File: src/hw/rtl/ccd_pkg.sv
`timescale 1ns / 1ps
// Shared types, register codes and reset constants for the coincidence detector.
// No dependencies.
package ccd_pkg;

    localparam int SAMPLE_BITS_DEF = 16;
    localparam int INDEX_BITS_DEF  = 32;

    localparam int THR_W    = 16;
    localparam int WIN_W    = 10;
    localparam int BLANK_W  = 16;
    localparam int OUT_W    = 32;
    localparam int CFG_IDX_W = 2;
    localparam int CFG_DATA_W = 16;

    localparam logic [THR_W-1:0]   THR_RESET   = 16'hFFFF;
    localparam logic [WIN_W-1:0]   WIN_RESET   = 10'd45;
    localparam logic [BLANK_W-1:0] BLANK_RESET = 16'd600;

    // register indexes on the config port
    localparam logic [CFG_IDX_W-1:0] REG_THR_A = 2'd0;
    localparam logic [CFG_IDX_W-1:0] REG_THR_B = 2'd1;
    localparam logic [CFG_IDX_W-1:0] REG_WIN   = 2'd2;
    localparam logic [CFG_IDX_W-1:0] REG_BLANK = 2'd3;

    typedef struct packed {
        logic [THR_W-1:0]   thr_a;
        logic [THR_W-1:0]   thr_b;
        logic [WIN_W-1:0]   window_len;
        logic [BLANK_W-1:0] blank_len;
    } t_cfg;

    typedef struct packed {
        logic             fire;
        logic [OUT_W-1:0] index;
    } t_result;

endpackage

File: src/hw/rtl/two_channel_coincidence_detector.sv
`timescale 1ns / 1ps
// Top level of the two-channel coincidence detector.
// Depends on ccd_pkg, ccd_cfg_regs, ccd_in_reg, ccd_core, ccd_out_reg.
//
// Usage:
//   Input channel: one envelope pair (i_env_a, i_env_b) per transfer, taken
//   when i_in_valid is high and o_in_stall is low. Each transfer is one sample
//   and advances the internal sample index by one.
//   Output channel: o_detect_index is offered with o_out_valid and taken when
//   i_out_stall is low. At most one result per input sample.
//   Config channel: write i_cfg_data to register i_cfg_index on
//   i_cfg_valid && o_cfg_ready (ready is always high). Indexes: 0 threshold A,
//   1 threshold B, 2 window length, 3 blanking length. Write only when idle.
// Timing:
//   A transferred sample is held in the input register and evaluated by the
//   core; its detection, if any, is then captured in the result register.
//   One sample per cycle sustained while no result waits under i_out_stall;
//   the core updates its state once per sample.
// Reset (synchronous, active low): index, window and blanking state cleared,
//   registers back to thresholds 65535, window 45, blanking 600.
// Stall: while a result waits under i_out_stall, the input register still
//   fills; once it holds an item too, o_in_stall rises until the result drains.
module two_channel_coincidence_detector #(
    parameter int SAMPLE_BITS = ccd_pkg::SAMPLE_BITS_DEF,
    parameter int INDEX_BITS  = ccd_pkg::INDEX_BITS_DEF
) (
    input  logic                              i_clk,
    input  logic                              i_rst_n,
    // sample input
    input  logic                              i_in_valid,
    output logic                              o_in_stall,
    input  logic [SAMPLE_BITS-1:0]            i_env_a,
    input  logic [SAMPLE_BITS-1:0]            i_env_b,
    // detection output
    output logic                              o_out_valid,
    input  logic                              i_out_stall,
    output logic [ccd_pkg::OUT_W-1:0]         o_detect_index,
    // config writes
    input  logic                              i_cfg_valid,
    output logic                              o_cfg_ready,
    input  logic [ccd_pkg::CFG_IDX_W-1:0]     i_cfg_index,
    input  logic [ccd_pkg::CFG_DATA_W-1:0]    i_cfg_data
);
    import ccd_pkg::*;

    t_cfg                   cfg;
    t_result                res;
    logic                   advance;
    logic                   s1_valid;
    logic [SAMPLE_BITS-1:0] s1_env_a;
    logic [SAMPLE_BITS-1:0] s1_env_b;

    ccd_cfg_regs u_cfg (
        .i_clk       (i_clk),
        .i_rst_n     (i_rst_n),
        .i_cfg_valid (i_cfg_valid),
        .o_cfg_ready (o_cfg_ready),
        .i_cfg_index (i_cfg_index),
        .i_cfg_data  (i_cfg_data),
        .o_cfg       (cfg)
    );

    // stage 1: registered sample pair
    ccd_in_reg #(
        .SAMPLE_BITS (SAMPLE_BITS)
    ) u_in (
        .i_clk     (i_clk),
        .i_rst_n   (i_rst_n),
        .i_valid   (i_in_valid),
        .o_stall   (o_in_stall),
        .i_env_a   (i_env_a),
        .i_env_b   (i_env_b),
        .i_advance (advance),
        .o_valid   (s1_valid),
        .o_env_a   (s1_env_a),
        .o_env_b   (s1_env_b)
    );

    // threshold compare, window/blanking decision, state update
    ccd_core #(
        .SAMPLE_BITS (SAMPLE_BITS),
        .INDEX_BITS  (INDEX_BITS)
    ) u_core (
        .i_clk     (i_clk),
        .i_rst_n   (i_rst_n),
        .i_cfg     (cfg),
        .i_valid   (s1_valid),
        .i_advance (advance),
        .i_env_a   (s1_env_a),
        .i_env_b   (s1_env_b),
        .o_res     (res)
    );

    // stage 2: result register toward the receiver
    ccd_out_reg u_out (
        .i_clk     (i_clk),
        .i_rst_n   (i_rst_n),
        .i_res     (res),
        .o_advance (advance),
        .o_valid   (o_out_valid),
        .i_stall   (i_out_stall),
        .o_index   (o_detect_index)
    );

endmodule

File: src/hw/rtl/ccd_cfg_regs.sv
`timescale 1ns / 1ps
// Configuration register file: thresholds, window length, blanking length.
// Depends on ccd_pkg.
module ccd_cfg_regs (
    input  logic                              i_clk,
    input  logic                              i_rst_n,
    input  logic                              i_cfg_valid,
    output logic                              o_cfg_ready,
    input  logic [ccd_pkg::CFG_IDX_W-1:0]     i_cfg_index,
    input  logic [ccd_pkg::CFG_DATA_W-1:0]    i_cfg_data,
    output ccd_pkg::t_cfg                     o_cfg
);
    import ccd_pkg::*;

    t_cfg r_cfg;

    assign o_cfg_ready = 1'b1;
    assign o_cfg       = r_cfg;

    always_ff @(posedge i_clk) begin
        if (!i_rst_n) begin
            r_cfg.thr_a      <= THR_RESET;
            r_cfg.thr_b      <= THR_RESET;
            r_cfg.window_len <= WIN_RESET;
            r_cfg.blank_len  <= BLANK_RESET;
        end else if (i_cfg_valid) begin
            unique case (i_cfg_index)
                REG_THR_A: r_cfg.thr_a      <= i_cfg_data;
                REG_THR_B: r_cfg.thr_b      <= i_cfg_data;
                REG_WIN:   r_cfg.window_len <= i_cfg_data[WIN_W-1:0];
                REG_BLANK: r_cfg.blank_len  <= i_cfg_data;
                default:   r_cfg            <= r_cfg;
            endcase
        end
    end

endmodule

File: src/hw/rtl/ccd_in_reg.sv
`timescale 1ns / 1ps
// Input register stage holding one sample pair ahead of the detector core.
// Depends on nothing but the port widths handed down.
module ccd_in_reg #(
    parameter int SAMPLE_BITS = 16
) (
    input  logic                   i_clk,
    input  logic                   i_rst_n,
    input  logic                   i_valid,
    output logic                   o_stall,
    input  logic [SAMPLE_BITS-1:0] i_env_a,
    input  logic [SAMPLE_BITS-1:0] i_env_b,
    input  logic                   i_advance,
    output logic                   o_valid,
    output logic [SAMPLE_BITS-1:0] o_env_a,
    output logic [SAMPLE_BITS-1:0] o_env_b
);
    logic                   r_valid;
    logic [SAMPLE_BITS-1:0] r_env_a;
    logic [SAMPLE_BITS-1:0] r_env_b;

    // held item can only leave when the core advances
    assign o_stall = r_valid && !i_advance;
    assign o_valid = r_valid;
    assign o_env_a = r_env_a;
    assign o_env_b = r_env_b;

    always_ff @(posedge i_clk) begin
        if (!i_rst_n) begin
            r_valid <= 1'b0;
        end else if (!o_stall) begin
            r_valid <= i_valid;
        end
    end

    always_ff @(posedge i_clk) begin
        if (!o_stall && i_valid) begin
            r_env_a <= i_env_a;
            r_env_b <= i_env_b;
        end
    end

endmodule

File: src/hw/rtl/ccd_core.sv
`timescale 1ns / 1ps
// Detector core: sample index, window and blanking state, one-pass evaluation.
// Depends on ccd_pkg.
module ccd_core #(
    parameter int SAMPLE_BITS = 16,
    parameter int INDEX_BITS  = 32
) (
    input  logic                   i_clk,
    input  logic                   i_rst_n,
    input  ccd_pkg::t_cfg          i_cfg,
    input  logic                   i_valid,
    input  logic                   i_advance,
    input  logic [SAMPLE_BITS-1:0] i_env_a,
    input  logic [SAMPLE_BITS-1:0] i_env_b,
    output ccd_pkg::t_result       o_res
);
    import ccd_pkg::*;

    localparam int CMP_W = (SAMPLE_BITS > THR_W) ? SAMPLE_BITS : THR_W;
    localparam logic [CMP_W-1:0] CMP_MASK = {CMP_W{1'b1}} >> (CMP_W - SAMPLE_BITS);

    logic [INDEX_BITS-1:0] r_sample_count;
    logic [INDEX_BITS-1:0] r_window_start;
    logic [BLANK_W-1:0]    r_blank_left;
    logic                  r_armed;
    logic                  r_seen_a;
    logic                  r_seen_b;

    logic [CMP_W-1:0]      env_a_x;
    logic [CMP_W-1:0]      env_b_x;
    logic [CMP_W-1:0]      thr_a_x;
    logic [CMP_W-1:0]      thr_b_x;
    logic                  cross_a;
    logic                  cross_b;
    logic                  step;
    logic                  blanked;
    logic                  expired;
    logic                  fire_early;
    logic                  fire_both;
    logic                  fire;
    logic [INDEX_BITS-1:0] win_dist;
    logic [BLANK_W-1:0]    blank_reload;

    assign env_a_x = CMP_W'(i_env_a);
    assign env_b_x = CMP_W'(i_env_b);
    assign thr_a_x = CMP_W'(i_cfg.thr_a) & CMP_MASK;
    assign thr_b_x = CMP_W'(i_cfg.thr_b) & CMP_MASK;
    assign cross_a = env_a_x > thr_a_x;
    assign cross_b = env_b_x > thr_b_x;

    assign step     = i_valid && i_advance;
    assign blanked  = (r_blank_left != '0);
    assign win_dist = r_sample_count - r_window_start;
    assign expired  = r_armed && (win_dist > INDEX_BITS'(i_cfg.window_len));

    // second channel crossing inside an open window
    assign fire_early = r_armed && ((!r_seen_a && cross_a) || (!r_seen_b && cross_b));
    // both seen after this sample's crossings are folded in
    assign fire_both  = (r_seen_a || cross_a) && (r_seen_b || cross_b);
    assign fire       = !blanked && !expired && (fire_early || fire_both);

    // zero blank length behaves as one
    assign blank_reload = (i_cfg.blank_len == '0) ? '0 : i_cfg.blank_len - BLANK_W'(1);

    assign o_res.fire  = i_valid && fire;
    assign o_res.index = OUT_W'(r_sample_count);

    always_ff @(posedge i_clk) begin
        if (!i_rst_n) begin
            r_sample_count <= '0;
            r_window_start <= '0;
            r_blank_left   <= '0;
            r_armed        <= 1'b0;
            r_seen_a       <= 1'b0;
            r_seen_b       <= 1'b0;
        end else if (step) begin
            r_sample_count <= r_sample_count + INDEX_BITS'(1);
            priority if (blanked) begin
                r_blank_left <= r_blank_left - BLANK_W'(1);
            end else if (expired) begin
                r_armed  <= 1'b0;
                r_seen_a <= 1'b0;
                r_seen_b <= 1'b0;
            end else if (fire) begin
                r_armed      <= 1'b0;
                r_seen_a     <= 1'b0;
                r_seen_b     <= 1'b0;
                r_blank_left <= blank_reload;
                if (!fire_early && (cross_a || cross_b)) begin
                    r_window_start <= r_sample_count;
                end
            end else begin
                if (cross_a || cross_b) begin
                    r_armed        <= 1'b1;
                    r_window_start <= r_sample_count;
                end
                if (cross_a) begin
                    r_seen_a <= 1'b1;
                end
                if (cross_b) begin
                    r_seen_b <= 1'b1;
                end
            end
        end
    end

    a_seen_needs_armed: assert property (@(posedge i_clk) disable iff (!i_rst_n)
        !r_armed |-> (!r_seen_a && !r_seen_b))
        else $error("seen flag set while window not armed");

    a_never_both_seen: assert property (@(posedge i_clk) disable iff (!i_rst_n)
        !(r_seen_a && r_seen_b))
        else $error("both channels seen without a detection");

    a_fire_clears: assert property (@(posedge i_clk) disable iff (!i_rst_n)
        (step && fire) |=> (!r_armed && r_blank_left == $past(blank_reload)))
        else $error("detection did not clear window or load blanking");

    a_no_fire_blanked: assert property (@(posedge i_clk) disable iff (!i_rst_n)
        blanked |-> !o_res.fire)
        else $error("detection during blanking");

endmodule

File: src/hw/rtl/ccd_out_reg.sv
`timescale 1ns / 1ps
// Result register: holds one detection index until the receiver takes it.
// Depends on ccd_pkg.
module ccd_out_reg (
    input  logic                      i_clk,
    input  logic                      i_rst_n,
    input  ccd_pkg::t_result          i_res,
    output logic                      o_advance,
    output logic                      o_valid,
    input  logic                      i_stall,
    output logic [ccd_pkg::OUT_W-1:0] o_index
);
    import ccd_pkg::*;

    logic             r_valid;
    logic [OUT_W-1:0] r_index;

    // free when empty or being drained this cycle
    assign o_advance = !r_valid || !i_stall;
    assign o_valid   = r_valid;
    assign o_index   = r_index;

    always_ff @(posedge i_clk) begin
        if (!i_rst_n) begin
            r_valid <= 1'b0;
        end else if (o_advance) begin
            r_valid <= i_res.fire;
        end
    end

    always_ff @(posedge i_clk) begin
        if (o_advance && i_res.fire) begin
            r_index <= i_res.index;
        end
    end

endmodule
File: config.mk
export PLATFORM = sky130hd
export DESIGN_NAME = two_channel_coincidence_detector
export DESIGN_NICKNAME = d
export VERILOG_FILES = /design/src/hw/rtl/ccd_pkg.sv /design/src/hw/rtl/two_channel_coincidence_detector.sv /design/src/hw/rtl/ccd_cfg_regs.sv /design/src/hw/rtl/ccd_in_reg.sv /design/src/hw/rtl/ccd_core.sv /design/src/hw/rtl/ccd_out_reg.sv
export SDC_FILE = /design/constraint.sdc
export NUM_CORES = 1
export LEC_CHECK = 0
export BUFFER_PORTS_ARGS = -buffer_cell sky130_fd_sc_hd__buf_4
export CAP_MARGIN = 10
export CORE_MARGIN = 3
export CORE_UTILIZATION = 45
export CTS_CLUSTER_DIAMETER = 100
export DETAILED_ROUTE_END_ITERATION = 7
export SETUP_SLACK_MARGIN = 0.4
export SLEW_MARGIN = 20
export SYNTH_ARGS = -nofsm -noshare
export SYNTH_HDL_FRONTEND = slang
export SYNTH_SLANG_ARGS = --single-unit
File: constraint.sdc
create_clock -name i_clk -period 9.4 [get_ports i_clk]
set_input_delay 1.41 -clock i_clk [delete_from_list [all_inputs] [get_ports i_clk]]
set_output_delay 1.41 -clock i_clk [all_outputs]
set_load 0.05 [all_outputs]
* Word-level counts from Yosys, hierarchy flattened
Index checks and enable logic that the tools add are counted.
** Storage, ports and cells
- Output and inout bits :: 35
- Logic and storage cells :: 90
- Bits of input ports :: 55
- Bits in registers :: 207
** Cells by class
- Reductions and logical operators :: 45
- Muxes and demuxes :: 16
- Add/subtract/negate cells :: 4
- Eq/ne operators :: 5
- Bitwise gates (word level) :: 2
- Order comparisons :: 3
** Operators by type and width (count)
- $mux 32 :: 3
- $mux 16 :: 4
- $add 32x1->32 const B :: 1
- $gt 16x16->1 :: 2
- $gt 32x10->1 :: 1
- $sub 16x1->16 const B :: 2
- $sub 32x32->32 :: 1
- $logic_not 16->1 :: 1
- $reduce_bool 16->1 :: 1
- $logic_and 1x1->1 :: 13
- $reduce_and 3->1 :: 4
- $logic_not 1->1 :: 9
- $mux 1 :: 9
- $reduce_bool 3->1 :: 3
- $reduce_and 2->1 :: 4
- $logic_or 1x1->1 :: 6
- $reduce_and 5->1 :: 1
- $eq 2x2->1 const B :: 2
- $reduce_bool 2->1 :: 2
- $eq 2x1->1 const B :: 1
- $logic_not 2->1 :: 1
- $ne 2x1->1 const B :: 1
- $ne 2x2->1 const B :: 1
- $not 1->1 :: 2

* Logic depth before layout (Yosys ltp)
- Depth after elaboration :: 9
- Gate-level depth with buffers :: 19
- Mapped depth without buffers :: 17

* Hierarchy
From an unflattened synthesis, not the netlist that was laid out.
** Unflattened totals
- Cells, all modules :: 1293
- Area total of the unflattened synthesis :: 11931.4 µm²
** By module, submodules not included
- ccd_core :: seq. area each 1661.6 µm², cells an instance 987, times used 1, area an instance 7539.7 µm²
- ccd_cfg_regs :: seq. area each 1161.1 µm², cells an instance 233, times used 1, area an instance 2381.0 µm²
- ccd_in_reg :: seq. area each 980.9 µm², cells an instance 36, times used 1, area an instance 1008.5 µm²
- ccd_out_reg :: seq. area each 980.9 µm², cells an instance 37, times used 1, area an instance 1002.2 µm²

* Worst setup path after synthesis
OpenSTA, ideal clock, no wires.
- Path kind :: reg-to-reg
- Start point :: register u_core.r_sample_count[0]
- End point :: register u_out.r_index[0] (netlist: u_out.o_index[0]), enable pin
- Clock period less this slack :: 4.454 ns
- Library setup time :: 0.387 ns
- Cell stages (with the launch flop) :: 18
- Path buffers :: 0
- Setup slack :: 4.946 ns
- Data required time :: 9.013 ns
- Arrival time :: 4.067 ns
- Cell sequence :: dfxtp_1 > inv_1 > ha_1 > fa_1 > nand2b_1 > a21oi_4 > nor2_1 > o21ai_0 > xor2_1 > ha_1 > o21a_1 > o32ai_1 > a31oi_1 > nor4_4 > nand4_2 > o31ai_4 > nand4_1 > inv_1
** Between the ends
- Word-level cells in the longest chain between the ends :: 8
** Ends and longest elaborated chain
- start, declared :: RTL line ccd_core.sv:22 : logic [INDEX_BITS-1:0] r_sample_count;
- start signal, assigned :: RTL line ccd_core.sv:77 : r_sample_count <= r_sample_count + INDEX_BITS'(1);
- $sub 32x32->32 :: RTL line ccd_core.sv:53 : assign win_dist = r_sample_count - r_window_start;
- $gt 32x10->1 :: RTL line ccd_core.sv:54 : assign expired = r_armed && (win_dist > INDEX_BITS'(i_cfg.window_len));
- $logic_and 1x1->1 :: RTL line ccd_core.sv:54
- $logic_not 1->1 :: RTL line ccd_core.sv:60 : assign fire = !blanked && !expired && (fire_early || fire_both);
- $logic_and 1x1->1 (2 in a row) :: RTL line ccd_core.sv:60
- $logic_and 1x1->1 :: RTL line ccd_core.sv:65 : assign o_res.fire = i_valid && fire;
- $logic_and 1x1->1 :: RTL line ccd_out_reg.sv:32 : if (o_advance && i_res.fire) begin
- end signal, assigned :: RTL line ccd_out_reg.sv:33 : r_index <= i_res.index;
- end, declared :: RTL line ccd_out_reg.sv:16 : logic [OUT_W-1:0] r_index;
No other way between the ends.
A chain may end at the register's enable or synchronous reset.

* Worst setup path after layout
- Start point :: register u_core.r_sample_count[3]
- End point :: register u_core.r_window_start[16]
** Between the ends
- Word-level cells in the longest chain between the ends :: 8
- Elaborated cells between the ends (all ways) :: 11
- Those cells by class :: 1 x add/sub; 1 x order compare; 1 x eq/ne; 1 x mux; 1 x bitwise; 6 x reduce/logical
** Ends and longest elaborated chain
- $sub 32x32->32 * :: RTL line ccd_core.sv:53
- $gt 32x10->1 * :: RTL line ccd_core.sv:54
- $logic_and 1x1->1 * :: RTL line ccd_core.sv:54
- $logic_not 1->1 :: RTL line ccd_core.sv:60
- $logic_and 1x1->1 (2 in a row) :: RTL line ccd_core.sv:60
- $ne 2x2->1 (no source line) or $reduce_bool 2->1 (tied branches)
- $reduce_and 5->1 (no source line)
- end signal, assigned :: RTL line ccd_core.sv:90 : r_window_start <= r_sample_count;
- end signal, assigned :: RTL line ccd_core.sv:95 : r_window_start <= r_sample_count;
- end, declared :: RTL line ccd_core.sv:23 : logic [INDEX_BITS-1:0] r_window_start;
Every way passes the cells marked *; elsewhere a longest branch is shown, timed or not.

==> parameters.txt <==
Parameter                              Value

Yosys
  Net count after synthesis    1408
  Most instantiated flip-flop cell in the synthesis netlist    sky130_fd_sc_hd__dfxtp_1
  Post-synth EDFFs    64
  Adder-cell share of the synthesized area    under 10%
  Syn Area/Cell    9.07 um2
  Mapped cell area    around 0.012 mm2
  Top cell type's share of synthesized area    roughly 25%
  Simple-gate portion of the synthesized area    between 10% and 20%
  Top post-synthesis cells by area    sky130_fd_sc_hd__dfxtp_1, sky130_fd_sc_hd__edfxtp_1, sky130_fd_sc_hd__ha_1
  Part of the Yosys area used for sequential elements    41.4%
  Library cells used by synthesis    slightly above 80
  Synth cell count leaders    sky130_fd_sc_hd__nand2_1, sky130_fd_sc_hd__dfxtp_1, sky130_fd_sc_hd__inv_1
  Number of standard cells after synthesis    approximately 1300
  Async SR Flop Fraction    0%
  Largest family of logic cells by synthesized area    simple AND/OR/NAND/NOR gates
  Multiplexer fraction of the synthesized cell area    under 10%
  Area share of xor/xnor cells in the synthesized design    under 10%
  Compound-Gate Fraction of Synth Area    ~17%
  Number of synthesized register bits    207
  Number of warnings reported in the yosys synthesis log    0
  Most common cell in the netlist    sky130_fd_sc_hd__nand2_1
  Largest area contributor in the synthesized netlist    sky130_fd_sc_hd__dfxtp_1

Power and ir drop
  Static leakage    between 0.005 and 0.006 uW
  Overall Power    about 2600 uW
  Power density over the cells    roughly 200 mW/mm2
  Worst voltage drop across the vdd grid    ~0.16 mV

Setup path
  Highest net fanout along the worst path    22
  Worst EP arrival    around 5.4 ns
  Class of the most critical setup path    reg -> reg
  R2r setup slk    4.45 ns
  Kind of start point of the critical path    flop
  Startpoint of the worst register-to-register path    u_core.r_sample_count[3]$_SDFFE_PN0P_
  Worst R2R End    u_core.r_window_start[16]$_SDFFE_PN0P_
  Length in cells of the worst reg-to-reg path    17
  Worst setup path end    u_core.r_window_start[16]$_SDFFE_PN0P_
  Kind of end point of the critical path    flop
  CP startpoint    u_core.r_sample_count[3]$_SDFFE_PN0P_
  Required arrival time at the worst endpoint    9.85 ns

Timing
  Post-layout min period    4.95 ns
  Highest achievable clock rate    between 200 and 250 MHz
  Final period util    52.7%
  Worst clock skew    ~0.015 ns
  Worst-Margin Slew    1.03 ns
  Worst Hold Margin    0.455 ns
  Count of pins over their slew limit    0
  Setup TNS after final layout    0 ns
  Count of endpoints failing setup in the final report    0
  Max-slew headroom at the worst pin    a little under a third
  Final count of hold timing violations    0
  Unrepaired setup endpoints after global routing    false

Detailed routing
  Detailed-routing wirelength on met1    12.0 mm
  Total via count after detailed routing    9083
  Routed length per instance    about 15 um
  Via density    5.39
  DRC violations left    0
  Antenna-violating nets left    0
  Top sig layer    met4
  Met2 routed wirelength    11.8 mm
  Total detailed-routing wirelength    around 26 mm
  Detailed-routing iteration count for the pre-antenna-repair pass    5
  Number of violations reported at the end of detailed-routing iteration 0    around 460
  Total length of routed met3 wires    1.36 mm

Floorplan
  Total die area    around 0.028 mm2
  Std-Cell Rows    58
  Total core area    between 0.02 and 0.03 mm2
  Height of the die    ~170 um
  Initial Util    a little under half
  I/O Pins    90
  Die width    ~170 um

Clocking
  Clock transition at the register clock pins on the worst setup and hold paths after CTS    0.06 ns
  Maximum level of the CTS H-tree    1
  Skew-Pair Late Insertion Delay    0.54 ns
  Post-CTS Hold Fix Bufs    0
  Root Buffer    sky130_fd_sc_hd__clkbuf_16
  Maximum buffer depth of the clock tree    3
  TritonCTS clock tree    yes
  Number of setup buffers added after CTS    0
  CTS-repair resized insts    0
  Clock buffer count from CTS    24
  Clk sinks    207

Global routing
  GRT overflow    0
  Via count of the first global-routing pass    8621
  Number of antenna violations at the first check in global routing    0
  Overall global routing resource usage    a little under a fifth
  First-pass GRT wire length    around 43 mm
  Maximum number of pins on one net before global-route repair    103

Finish
  Final core utilization    51.9%
  Layout area overhead    13.3%
  N_diodes    0
  Post-route cell area    roughly 0.013 mm2
  Fraction of final layout cells with drive strength greater than 1    between 10% and 20%
  Net count, final    between 1000 and 1500

Placement
  Area after DPL    ~0.012 mm2
  Final Wtd Congestion    between 0.8 and 0.9
  HPWL after DPL    between 15 and 20 mm
  Port bufs    88

Hold path
  Launch instance of the worst min-delay path    u_core.r_window_start[30]$_SDFFE_PN0P_
  Class of the most critical hold timing path    reg -> reg

Run
  Max_cap viols    0

Outcome
  Outcome    finished, final reports clean
-- metal layers --
layer	global-route usage (%)	vias up
met5	0	-
met4	5.06	0
met3	3.36	51
met2	30.7	210
met1	24.8	4185
li1	-	4637
-- metrics by stage --
stage	setup WS, ns	std cells
after floorplan	4.95	1275
after global placement	4.67	1642
after detailed placement	4.46	1642
after CTS	4.44	1686
after global routing	3.94	1686
final	4.45	1686
-- worst max-delay path, stage by stage (launching register included) --
cell and delay, ns:
sky130_fd_sc_hd__dfxtp_1 0.43, sky130_fd_sc_hd__ha_1 0.34, sky130_fd_sc_hd__a21o_1 0.21, sky130_fd_sc_hd__a21oi_1 0.32, sky130_fd_sc_hd__nand2_1 0.15, sky130_fd_sc_hd__a31oi_1 0.26
sky130_fd_sc_hd__o21ai_0 0.15, sky130_fd_sc_hd__xor2_1 0.18, sky130_fd_sc_hd__ha_1 0.33, sky130_fd_sc_hd__nand4_1 0.11, sky130_fd_sc_hd__o32ai_1 0.24, sky130_fd_sc_hd__a31oi_1 0.12
sky130_fd_sc_hd__nor4_4 0.30, sky130_fd_sc_hd__nand4_2 0.17, sky130_fd_sc_hd__o31ai_4 0.35, sky130_fd_sc_hd__o211a_2 0.51, sky130_fd_sc_hd__buf_4 0.44, sky130_fd_sc_hd__mux2i_1 0.25
-- kinds of logic after synthesis --
| family | count (synthesis) |
|---|---|
| and+or+nand+nor | 452 |
| AOI/OAI and AO/OA | 287 |
| DFF | 207 |
| buffers and inverters | 152 |
| adders and majority gates | 78 |
| xor gates and xnor gates | 56 |
| muxes | 42 |
| other | 1 |
-- how the worst min path moves through the flow --
stage                                                   endpoint  slack [ns]  cells after the start
final                     u_core.r_window_start[30]$_SDFFE_PN0P_        0.46                      2
after global routing      u_core.r_window_start[22]$_SDFFE_PN0P_        0.47                      2
after CTS                           u_cfg.o_cfg[17]$_SDFFE_PN0P_        0.46                      2
after detailed placement  u_core.r_window_start[22]$_SDFFE_PN0P_        0.45                      2
after global placement    u_core.r_window_start[18]$_SDFFE_PN0P_        0.44                      2
after floorplan             u_core.r_blank_left[10]$_SDFFE_PN0P_        0.43                      2
-- cell type report --
cell class,instances,area (um2)
multi-input combinational,916,6050
fill,2417,12100
clock buffer,34,688
tap,330,413
sequential,207,4780
inverter,94,353
clock inverter,10,106
timing repair buffer,95,713
-- flip-flops by register name, summed over array words and instances (netlist names) --
signal	count
u_cfg.o_cfg	58
u_core.r_sample_count	32
u_core.r_window_start	32
u_out.o_index	32
u_core.r_blank_left	16
u_in.o_env_a	16
u_in.o_env_b	16
u_core.r_armed	1
u_core.r_seen_a	1
u_core.r_seen_b	1
u_in.o_valid	1
u_out.o_valid	1
-- report_power, final --
group          internal [uW]  switching [uW]  total, uW
Sequential               975            42.4       1020
Clock                    541             376        916
Combinational            264             407        671
Total                   1780             825       2600
-- cell usage in the layout, fill, tap and decap left out, types with 5 or more instances in the layout --
cell type	n
sky130_fd_sc_hd__inv_1	93
sky130_fd_sc_hd__clkbuf_16	24
sky130_fd_sc_hd__dfxtp_1	143
sky130_fd_sc_hd__or3_1	15
sky130_fd_sc_hd__nor3_1	13
sky130_fd_sc_hd__a21o_1	24
sky130_fd_sc_hd__nand2_1	236
sky130_fd_sc_hd__nand4_1	25
sky130_fd_sc_hd__and2_1	12
sky130_fd_sc_hd__nor4_1	12
sky130_fd_sc_hd__a21oi_1	65
sky130_fd_sc_hd__buf_4	95
sky130_fd_sc_hd__edfxtp_1	64
sky130_fd_sc_hd__clkbuf_1	5
sky130_fd_sc_hd__o32ai_1	5
sky130_fd_sc_hd__xor2_1	26
sky130_fd_sc_hd__ha_1	77
sky130_fd_sc_hd__nor2b_1	5
sky130_fd_sc_hd__o21a_1	16
sky130_fd_sc_hd__o211ai_1	47
sky130_fd_sc_hd__mux2i_1	40
sky130_fd_sc_hd__o22ai_1	7
sky130_fd_sc_hd__nand3_1	22
sky130_fd_sc_hd__and3_1	14
sky130_fd_sc_hd__a21boi_0	10
sky130_fd_sc_hd__clkbuf_8	5
sky130_fd_sc_hd__nand2b_1	8
sky130_fd_sc_hd__a31oi_1	7
sky130_fd_sc_hd__xnor2_1	29
sky130_fd_sc_hd__nor2_1	67
sky130_fd_sc_hd__o21ai_0	47
Note: power is estimated with default switching activity, not from simulation.
